`config.mk`:
```
export PLATFORM = sky130hd
export DESIGN_NAME = text_cell_glyph_renderer
export DESIGN_NICKNAME = d
export VERILOG_FILES = /design/src/rtl/tcgr_pkg.sv /design/src/rtl/text_cell_glyph_renderer.sv
export SDC_FILE = /design/constraint.sdc
export NUM_CORES = 2
export LEC_CHECK = 0
export BUFFER_PORTS_ARGS = -buffer_cell sky130_fd_sc_hd__clkbuf_2
export CORE_MARGIN = 5
export CORE_UTILIZATION = 30
export CTS_BUF_LIST = sky130_fd_sc_hd__clkbuf_4
export DETAILED_ROUTE_END_ITERATION = 7
export HOLD_SLACK_MARGIN = 0.06
export SYNTH_ARGS = -nofsm -noshare
export SYNTH_HDL_FRONTEND = slang
export SYNTH_MEMORY_MAX_BITS = 65536
export SYNTH_SLANG_ARGS = --single-unit
```
`constraint.sdc`:
```
create_clock -name clock -period 6.3 [get_ports clock]
set_clock_uncertainty 0.15 [all_clocks]
set_input_delay 0.945 -clock clock [delete_from_list [all_inputs] [get_ports clock]]
set_output_delay 0.945 -clock clock [all_outputs]
set_load 0.1 [all_outputs]
```
`src/rtl/tcgr_pkg.sv`:
```
// Shared types, codes and color helper for the text cell glyph renderer.
`default_nettype none

package tcgr_pkg;

   localparam int FONT_WORDS      = 256;
   localparam int FONT_LINES      = FONT_WORDS / 2;
   localparam int PALETTE_ENTRIES = 16;

   localparam int FONT_AW = $clog2(FONT_LINES);
   localparam int PAL_AW  = $clog2(PALETTE_ENTRIES);

   localparam logic [2:0] ACT_TICK   = 3'd0;
   localparam logic [2:0] ACT_CELL   = 3'd1;
   localparam logic [2:0] ACT_FONT   = 3'd2;
   localparam logic [2:0] ACT_PAL    = 3'd3;
   localparam logic [2:0] ACT_BORDER = 3'd4;

   localparam logic [1:0] REG_REFRESH_PERIOD = 2'd0;
   localparam logic [1:0] REG_BLINK_HALF     = 2'd1;
   localparam logic [1:0] REG_DISPLAY_ENABLE = 2'd2;
   localparam logic [1:0] REG_BORDER_INDEX   = 2'd3;

   localparam logic [15:0] RESET_REFRESH_PERIOD = 16'd1666;
   localparam logic [15:0] RESET_BLINK_HALF     = 16'd30;

   localparam logic [2:0] LAST_ROW = 3'd7;

   typedef struct packed {
      logic [2:0]  action;
      logic [15:0] cell_word;
      logic [7:0]  table_index;
      logic [15:0] table_data;
   } req_type;

   typedef struct packed {
      logic [2:0]  row;
      logic [23:0] pixel_a_rgb;
      logic [23:0] pixel_b_rgb;
      logic [23:0] pixel_c_rgb;
      logic [23:0] pixel_d_rgb;
      logic        last;
      logic        refresh_due;
      logic [23:0] border_rgb;
   } rsp_type;

   // widen each nibble n to the byte n * 0x11
   function automatic logic [23:0] expand_color(input logic [11:0] c);
      return {c[11:8], c[11:8], c[7:4], c[7:4], c[3:0], c[3:0]};
   endfunction

endpackage

`default_nettype wire

```
`src/rtl/text_cell_glyph_renderer.sv`:
```
// Top level of the text cell glyph renderer: stores, counters, row sequencer.
//
// Input channel req_*: one word per action (tick, render cell, font write,
// palette write, border query). Result channel rsp_*: one word per result.
// Configuration registers sit on an APB-style port at byte addresses 0, 4,
// 8 and 12; pready is always high and writes land in the access cycle.
// A tick or border query yields one result; a cell yields eight row results,
// rows 0 to 7, last set on row 7; font and palette writes yield nothing.
// Each result is registered in the sequencer stage and then in the output
// register. Results leave one per cycle while rsp is not stalled, so ticks
// and queries flow one per cycle; a cell occupies the row sequencer until
// its last row goes out, and writes leave the sequencer without a result.
// Font (128 x 32) and palette (16 x 12, two read ports) memories have a
// registered read issued as the item is taken.
// Reset clears the counters, the sequencer and the output valid flag and loads
// the register defaults; both memories are undefined until written.
// A stalled rsp holds its word; a tick, query or cell in the sequencer then holds and raises req_stall.
`default_nettype none

module text_cell_glyph_renderer import tcgr_pkg::*; (
   input  wire logic        clock,
   input  wire logic        reset,
   input  wire logic        req_valid,
   output logic             req_stall,
   input  wire req_type     req_data,
   output logic             rsp_valid,
   input  wire logic        rsp_stall,
   output rsp_type          rsp_data,
   input  wire logic        psel,
   input  wire logic        penable,
   input  wire logic        pwrite,
   input  wire logic [3:0]  paddr,
   input  wire logic [31:0] pwdata,
   output logic [31:0]      prdata,
   output logic             pready
);

   logic [15:0] refresh_period_ff;
   logic [15:0] blink_half_ff;
   logic        display_enable_ff;
   logic [3:0]  border_index_ff;

   logic [16:0] refresh_count_ff, refresh_count_in;
   logic [16:0] blink_count_ff, blink_count_in;

   logic [31:0] font_mem [FONT_LINES];
   logic [11:0] pal_mem [PALETTE_ENTRIES];
   logic [31:0] font_rd_ff;
   logic [11:0] pal_a_rd_ff;
   logic [11:0] pal_b_rd_ff;

   logic        s1_valid_ff;
   logic [2:0]  s1_action_ff;
   logic        s1_blank_fg_ff;
   logic        s1_due_ff;
   logic [2:0]  s1_row_ff;

   logic        rsp_valid_ff;
   rsp_type     rsp_ff, rsp_in;

   logic        accept;
   logic        cfg_write;
   logic        out_free;
   logic        s1_is_cell, s1_is_single, s1_emits, s1_finish;
   logic        due_in;
   logic [16:0] refresh_inc, blink_inc;
   logic [11:0] fg_raw;
   logic [23:0] fg_rgb, bg_rgb;
   logic [15:0] glyph_w0, glyph_w1;
   logic [PAL_AW-1:0] pal_b_addr;

   assign pready    = 1'b1;
   assign cfg_write = psel && penable && pwrite && pready;

   always_ff @(posedge clock) begin
      if (reset) begin
         refresh_period_ff <= RESET_REFRESH_PERIOD;
         blink_half_ff     <= RESET_BLINK_HALF;
         display_enable_ff <= 1'b1;
         border_index_ff   <= '0;
      end else if (cfg_write) begin
         unique case (paddr[3:2])
            REG_REFRESH_PERIOD: refresh_period_ff <= pwdata[15:0];
            REG_BLINK_HALF:     blink_half_ff     <= pwdata[15:0];
            REG_DISPLAY_ENABLE: display_enable_ff <= pwdata[0];
            REG_BORDER_INDEX:   border_index_ff   <= pwdata[3:0];
            default: ;
         endcase
      end
   end

   always_comb begin
      unique case (paddr[3:2])
         REG_REFRESH_PERIOD: prdata = {16'd0, refresh_period_ff};
         REG_BLINK_HALF:     prdata = {16'd0, blink_half_ff};
         REG_DISPLAY_ENABLE: prdata = {31'd0, display_enable_ff};
         REG_BORDER_INDEX:   prdata = {28'd0, border_index_ff};
         default:            prdata = '0;
      endcase
   end

   assign out_free     = !rsp_valid_ff || !rsp_stall;
   assign s1_is_cell   = s1_action_ff == ACT_CELL;
   assign s1_is_single = s1_action_ff == ACT_TICK || s1_action_ff == ACT_BORDER;
   assign s1_emits     = s1_valid_ff && (s1_is_cell || s1_is_single) && out_free;
   assign s1_finish    = s1_valid_ff &&
                         (!(s1_is_cell || s1_is_single) ||
                          (out_free && (s1_is_single || s1_row_ff == LAST_ROW)));
   assign req_stall    = s1_valid_ff && !s1_finish;
   assign accept       = req_valid && !req_stall;

   assign refresh_inc = refresh_count_ff + 17'd1;
   assign blink_inc   = blink_count_ff + 17'd1;
   assign due_in      = refresh_inc > {1'b0, refresh_period_ff};

   always_comb begin
      refresh_count_in = refresh_count_ff;
      blink_count_in   = blink_count_ff;
      if (accept && req_data.action == ACT_TICK) begin
         refresh_count_in = due_in ? '0 : refresh_inc;
         blink_count_in   = (blink_inc > {blink_half_ff, 1'b0}) ? '0 : blink_inc;
      end
   end

   always_ff @(posedge clock) begin
      if (reset) begin
         refresh_count_ff <= '0;
         blink_count_ff   <= '0;
      end else begin
         refresh_count_ff <= refresh_count_in;
         blink_count_ff   <= blink_count_in;
      end
   end

   // font memory: line = character, low half = even word, high half = odd word
   always_ff @(posedge clock) begin
      if (accept && req_data.action == ACT_FONT) begin
         if (req_data.table_index[0]) begin
            font_mem[req_data.table_index[7:1]][31:16] <= req_data.table_data;
         end else begin
            font_mem[req_data.table_index[7:1]][15:0] <= req_data.table_data;
         end
      end
      if (accept) begin
         font_rd_ff <= font_mem[req_data.cell_word[FONT_AW-1:0]];
      end
   end

   assign pal_b_addr = (req_data.action == ACT_BORDER) ? border_index_ff
                                                        : req_data.cell_word[11:8];

   always_ff @(posedge clock) begin
      if (accept && req_data.action == ACT_PAL && req_data.table_index[7:PAL_AW] == '0) begin
         pal_mem[req_data.table_index[PAL_AW-1:0]] <= req_data.table_data[11:0];
      end
      if (accept) begin
         pal_a_rd_ff <= pal_mem[req_data.cell_word[15:12]];
         pal_b_rd_ff <= pal_mem[pal_b_addr];
      end
   end

   always_ff @(posedge clock) begin
      if (reset) begin
         s1_valid_ff <= 1'b0;
         s1_row_ff   <= '0;
      end else begin
         if (accept) begin
            s1_valid_ff <= 1'b1;
         end else if (s1_finish) begin
            s1_valid_ff <= 1'b0;
         end
         if (s1_finish) begin
            s1_row_ff <= '0;
         end else if (s1_emits) begin
            s1_row_ff <= s1_row_ff + 3'd1;
         end
      end
   end

   always_ff @(posedge clock) begin
      if (accept) begin
         s1_action_ff   <= req_data.action;
         s1_blank_fg_ff <= req_data.cell_word[7] && (blink_count_ff > {1'b0, blink_half_ff});
         s1_due_ff      <= due_in;
      end
   end

   assign fg_raw   = s1_blank_fg_ff ? pal_b_rd_ff : pal_a_rd_ff;
   assign fg_rgb   = expand_color(fg_raw);
   assign bg_rgb   = expand_color(pal_b_rd_ff);
   assign glyph_w0 = font_rd_ff[15:0];
   assign glyph_w1 = font_rd_ff[31:16];

   always_comb begin
      rsp_in = '0;
      if (s1_is_cell) begin
         rsp_in.row  = s1_row_ff;
         rsp_in.last = s1_row_ff == LAST_ROW;
         if (display_enable_ff) begin
            rsp_in.pixel_a_rgb = glyph_w0[{1'b1, s1_row_ff}] ? fg_rgb : bg_rgb;
            rsp_in.pixel_b_rgb = glyph_w0[{1'b0, s1_row_ff}] ? fg_rgb : bg_rgb;
            rsp_in.pixel_c_rgb = glyph_w1[{1'b1, s1_row_ff}] ? fg_rgb : bg_rgb;
            rsp_in.pixel_d_rgb = glyph_w1[{1'b0, s1_row_ff}] ? fg_rgb : bg_rgb;
         end
      end else if (s1_action_ff == ACT_TICK) begin
         rsp_in.last        = 1'b1;
         rsp_in.refresh_due = s1_due_ff;
      end else begin
         rsp_in.last       = 1'b1;
         rsp_in.border_rgb = bg_rgb;
      end
   end

   always_ff @(posedge clock) begin
      if (reset) begin
         rsp_valid_ff <= 1'b0;
      end else if (s1_emits) begin
         rsp_valid_ff <= 1'b1;
      end else if (!rsp_stall) begin
         rsp_valid_ff <= 1'b0;
      end
   end

   always_ff @(posedge clock) begin
      if (s1_emits) begin
         rsp_ff <= rsp_in;
      end
   end

   assign rsp_valid = rsp_valid_ff;
   assign rsp_data  = rsp_ff;

   assert property (@(posedge clock) disable iff (reset)
      !s1_valid_ff |-> !req_stall)
      else $error("input stalled with an empty sequencer");

   assert property (@(posedge clock) disable iff (reset)
      s1_row_ff != '0 |-> s1_valid_ff && s1_is_cell)
      else $error("row counter running outside a cell");

   assert property (@(posedge clock) disable iff (reset)
      rsp_valid && !rsp_stall && !rsp_data.last |=> rsp_valid)
      else $error("cell row stream broken");

   assert property (@(posedge clock) disable iff (reset)
      rsp_valid && !rsp_data.last |-> rsp_data.row != LAST_ROW)
      else $error("row seven without last");

endmodule

`default_nettype wire
```
==> metrics.cfg <==
[timing]
postLayoutSetupSlackWorst_ns = 0.976
maxSlewViolCount = 0
setup_viol = 0
timing.max_slew.rel_slack_pct = 8.48
min_period_over_period_pct = 84.5
finalHoldViolCount = 0
grt_setup_unrepaired = false
final_critical_path_time_including_i_o_delays_and_setup_ns = 5.32
setup_tns_ns = 0
max_slew.worst_pin.slew_ns = 1.37
fmaxAchievable_ghz = 0.188
tightest_hold_margin_ns = 0.244

[route]
drc = 0
wl_per_cell_microns = 24.5
drt_pass1_iterations = 8
detail_route.iter0.violations = 9665
routed-wl-met3_microns = 38600
detailroute.via_count = 89700
topRoutingLayerUsed = met5
postRouteAntennaNets = 0
route.final.wire_length_microns = 442000
routedLengthMet1_microns = 180000
viasPerCell = 4.98
met2_length_microns = 211000

[setup_path]
cp_data_required_time_ns = 7.40
worst_setup_path_end_kind = register
setup.worst_path.class = reg2reg
critical_path_peak_fanout = 11
startpoint_type = register
rrSetupSlack_ns = 0.98
critPathArrivalTime_ns = 6.43

[cts]
cts.reportedPaths.clkPinSlew_ns = 0.07
cts_buffer_depth = 5
htree_num_levels = 7
cts_made_buffers = 1172
clock_tree.root_cell = sky130_fd_sc_hd__clkbuf_4
post_cts.resized_instances = 0
cts_tree = built
numClockSinks = 4490
insertion_delay_ns = 1.67

[global_routing]
grt_max_degree = 193
grt.overflow.total = 0
antenna_found_initial = 24
track_usage_pct = 14.6
grt_first_pass_wirelength_microns = 635000
number_of_global_route_vias_before_repair = 92300

[yosys]
postSynthCellCount = 8077
synth.ff_latch_count = 4490
yosys-top-cells-area = sky130_fd_sc_hd__edfxtp_1 76%, sky130_fd_sc_hd__mux4_2 16%, sky130_fd_sc_hd__a22oi_1 1.5%
seq_area_frac_synth_pct = 76.9
number_of_synthesized_flops_with_an_enable_pin = 4414
summed_instance_area_of_the_synthesized_netlist_sq_um = 174000
netlist-cell-type-count = 57
ys_async_sr_fraction_pct = 0
synth_top_area_share_pct = 76.0
synth-warning-count = 0
synth_largest_area_cell = sky130_fd_sc_hd__edfxtp_1
ys_dominant_reg_cell = sky130_fd_sc_hd__edfxtp_1
average_footprint_of_a_synthesized_cell_sq_um = 21.6

[status]
status = complete, no violations

[placement]
port-buffer-count = 210
dp.final_hpwl_microns = 259000
dp_worst_setup_slack_ns = 1.06
globalplace.congestion = 0.838

[die]
placeable_core_area_sq_um = 581000
die_height_microns = 773
fp.dieArea_sq_um = 597000
num_io_pins = 246
rows = 280
die-width_microns = 773
floorplan.initialDensity_pct = 30.0

[run]
cap_viol_max_count = 0

[cells_and_area]
final_nets = 9660
layout-area-overhead-vs-synth_pct = 15.8
final_layout_size_suffix_gt1_share_pct = 35.5

[power]
vdd.ir_drop.worst_uv = 217
static-leakage-power_uw = 0.0637
cellPowerDensity_nw_per_um2 = 296

[min_path]
hold_path.class = in2reg

-- cell type report --
| cell class | instances | area [sq um] |
|---|---|---|
| diodes | 31 | 77.6 |
| clock buffers | 1614 | 12100 |
| clock inverters | 268 | 1540 |
| fillers | 53700 | 379000 |
| inverters | 41 | 154 |
| multi-input cells | 3006 | 37900 |
| flip-flops and latches | 4490 | 134000 |
| well taps | 7755 | 9700 |
| repair buffers | 811 | 6470 |
-- metrics by stage --
stage          instance area, sq um  std cells  power, uW  utilization, %
4_1_cts                      202000      18000      60500            34.8
6_report                     202000      18000      59800            34.8
5_1_grt                      202000      18000      62300            34.8
3_3_place_gp                 187000      16000      36600            32.2
3_5_place_dp                 187000      16000      36700            32.2
2_1_floorplan                174000       8092      35400               -
-- power breakdown --
part	switching [uW]	leakage (uW)	total (uW)	internal [uW]
clock network	11200	0.00816	23700	12500
logic	2060	0.0153	3120	1060
registers	50.3	0.0403	32900	32900
-- kinds of logic after synthesis --
family / after synthesis / share of synthesized area [%]
buffers and inverters: 596 / 1.58
xor gates and xnor gates: 30 / 0.151
DFF: 4490 / 76.9
muxes: 1285 / 16.0
other: 2 / 0.00431
AOI/OAI and AO/OA: 558 / 2.22
and+or+nand+nor: 1064 / 2.80
adders and majority gates: 52 / 0.373
-- synthesized netlist by cell type, types with 3 or more instances --
cell,number
sky130_fd_sc_hd__a22oi_1,344
sky130_fd_sc_hd__buf_2,111
sky130_fd_sc_hd__nor2_1,381
sky130_fd_sc_hd__a211oi_1,36
sky130_fd_sc_hd__xnor2_1,22
sky130_fd_sc_hd__o21ai_0,19
sky130_fd_sc_hd__nor4_1,13
sky130_fd_sc_hd__xor2_1,8
sky130_fd_sc_hd__nor3_1,54
sky130_fd_sc_hd__nand3_1,290
sky130_fd_sc_hd__inv_1,41
sky130_fd_sc_hd__buf_1,48
sky130_fd_sc_hd__clkbuf_1,298
sky130_fd_sc_hd__or2_2,4
sky130_fd_sc_hd__dfxtp_1,76
sky130_fd_sc_hd__ha_1,52
sky130_fd_sc_hd__nand2b_1,4
sky130_fd_sc_hd__nand4b_1,5
sky130_fd_sc_hd__a21o_1,9
sky130_fd_sc_hd__nand3b_1,5
sky130_fd_sc_hd__buf_6,3
sky130_fd_sc_hd__a21oi_1,115
sky130_fd_sc_hd__mux4_2,1205
sky130_fd_sc_hd__o211ai_1,10
sky130_fd_sc_hd__mux2i_1,78
sky130_fd_sc_hd__nor2b_1,29
sky130_fd_sc_hd__and2_1,9
sky130_fd_sc_hd__edfxtp_1,4414
sky130_fd_sc_hd__nand2_1,184
sky130_fd_sc_hd__or3_1,4
sky130_fd_sc_hd__o21a_1,3
sky130_fd_sc_hd__buf_4,95
sky130_fd_sc_hd__and3_1,19
sky130_fd_sc_hd__nand4_1,48
sky130_fd_sc_hd__a31oi_1,10
-- registers in the layout, summed over array words and instances (netlist names) --
signal,cells
pal_a_rd_ff,12
s1_blank_fg_ff,1
rsp_data,65
blink_half_ff,16
refresh_count_ff,17
refresh_period_ff,16
font_rd_ff,32
font_mem,4096
blink_count_ff,17
s1_valid_ff,1
s1_action_ff,3
s1_row_ff,3
rsp_valid,1
border_index_ff,4
s1_due_ff,1
pal_mem,192
pal_b_rd_ff,12
display_enable_ff,1
-- worst max-delay path, stage by stage (launching register included) --
cell	delay, ns
sky130_fd_sc_hd__dfxtp_1	0.31
sky130_fd_sc_hd__buf_4	0.38
sky130_fd_sc_hd__ha_1	0.23
sky130_fd_sc_hd__ha_1	0.14
sky130_fd_sc_hd__nor2b_1	0.07
sky130_fd_sc_hd__o211ai_1	0.38
sky130_fd_sc_hd__nand4b_1	0.40
sky130_fd_sc_hd__nor3_1	0.90
sky130_fd_sc_hd__nand2_1	0.81
sky130_fd_sc_hd__nor2_1	0.89
sky130_fd_sc_hd__buf_4	0.33
-- repair_timing --
| action | in CTS | in global routing |
|---|---|---|
| hold endpoints to repair | 3891 | 0 |
| buffers inserted | 0 | 0 |
| hold buffers | 122 | 0 |
-- per-layer routing --
metal | GRT usage, % | vias up
li1 | - | 37500
met1 | 19.7 | 47000
met2 | 22.9 | 4456
met3 | 3.51 | 701
met4 | 5.76 | 8
met5 | 0 | -
-- worst paths after layout --
check                                      from                            end  cells past startpoint
hold reg to reg   blink_half_ff[6]$_SDFFE_PP0P_  blink_half_ff[6]$_SDFFE_PP0P_                      2
hold / removal                     req_data[12]     font_mem[29][28]$_DFFE_PP_                      2
setup / recovery      s1_row_ff[0]$_SDFFE_PP0P_     font_mem[124][6]$_DFFE_PP_                     10
setup reg to reg      s1_row_ff[0]$_SDFFE_PP0P_     font_mem[124][6]$_DFFE_PP_                     10
-- layout by cell type, fill, tap and decap left out, drive strengths merged, types with 22 or more instances in the layout --
cell type | netlist | final
buf | 257 | 501
a211oi | 37 | 37
nand2 | 184 | 184
mux4 | 1205 | 1205
nand4 | 48 | 48
a22oi | 344 | 344
clkinv | 0 | 235
nor3 | 54 | 54
edfxtp | 4414 | 4414
dlygate4sd3 | 0 | 121
mux2i | 78 | 78
nor2b | 29 | 29
nand3 | 290 | 290
inv | 41 | 53
a21oi | 115 | 115
clkbuf | 298 | 1803
dfxtp | 76 | 76
nor2 | 381 | 381
xnor2 | 22 | 22
diode | 0 | 31
ha | 52 | 52
Power figures use the tool's default switching activity.
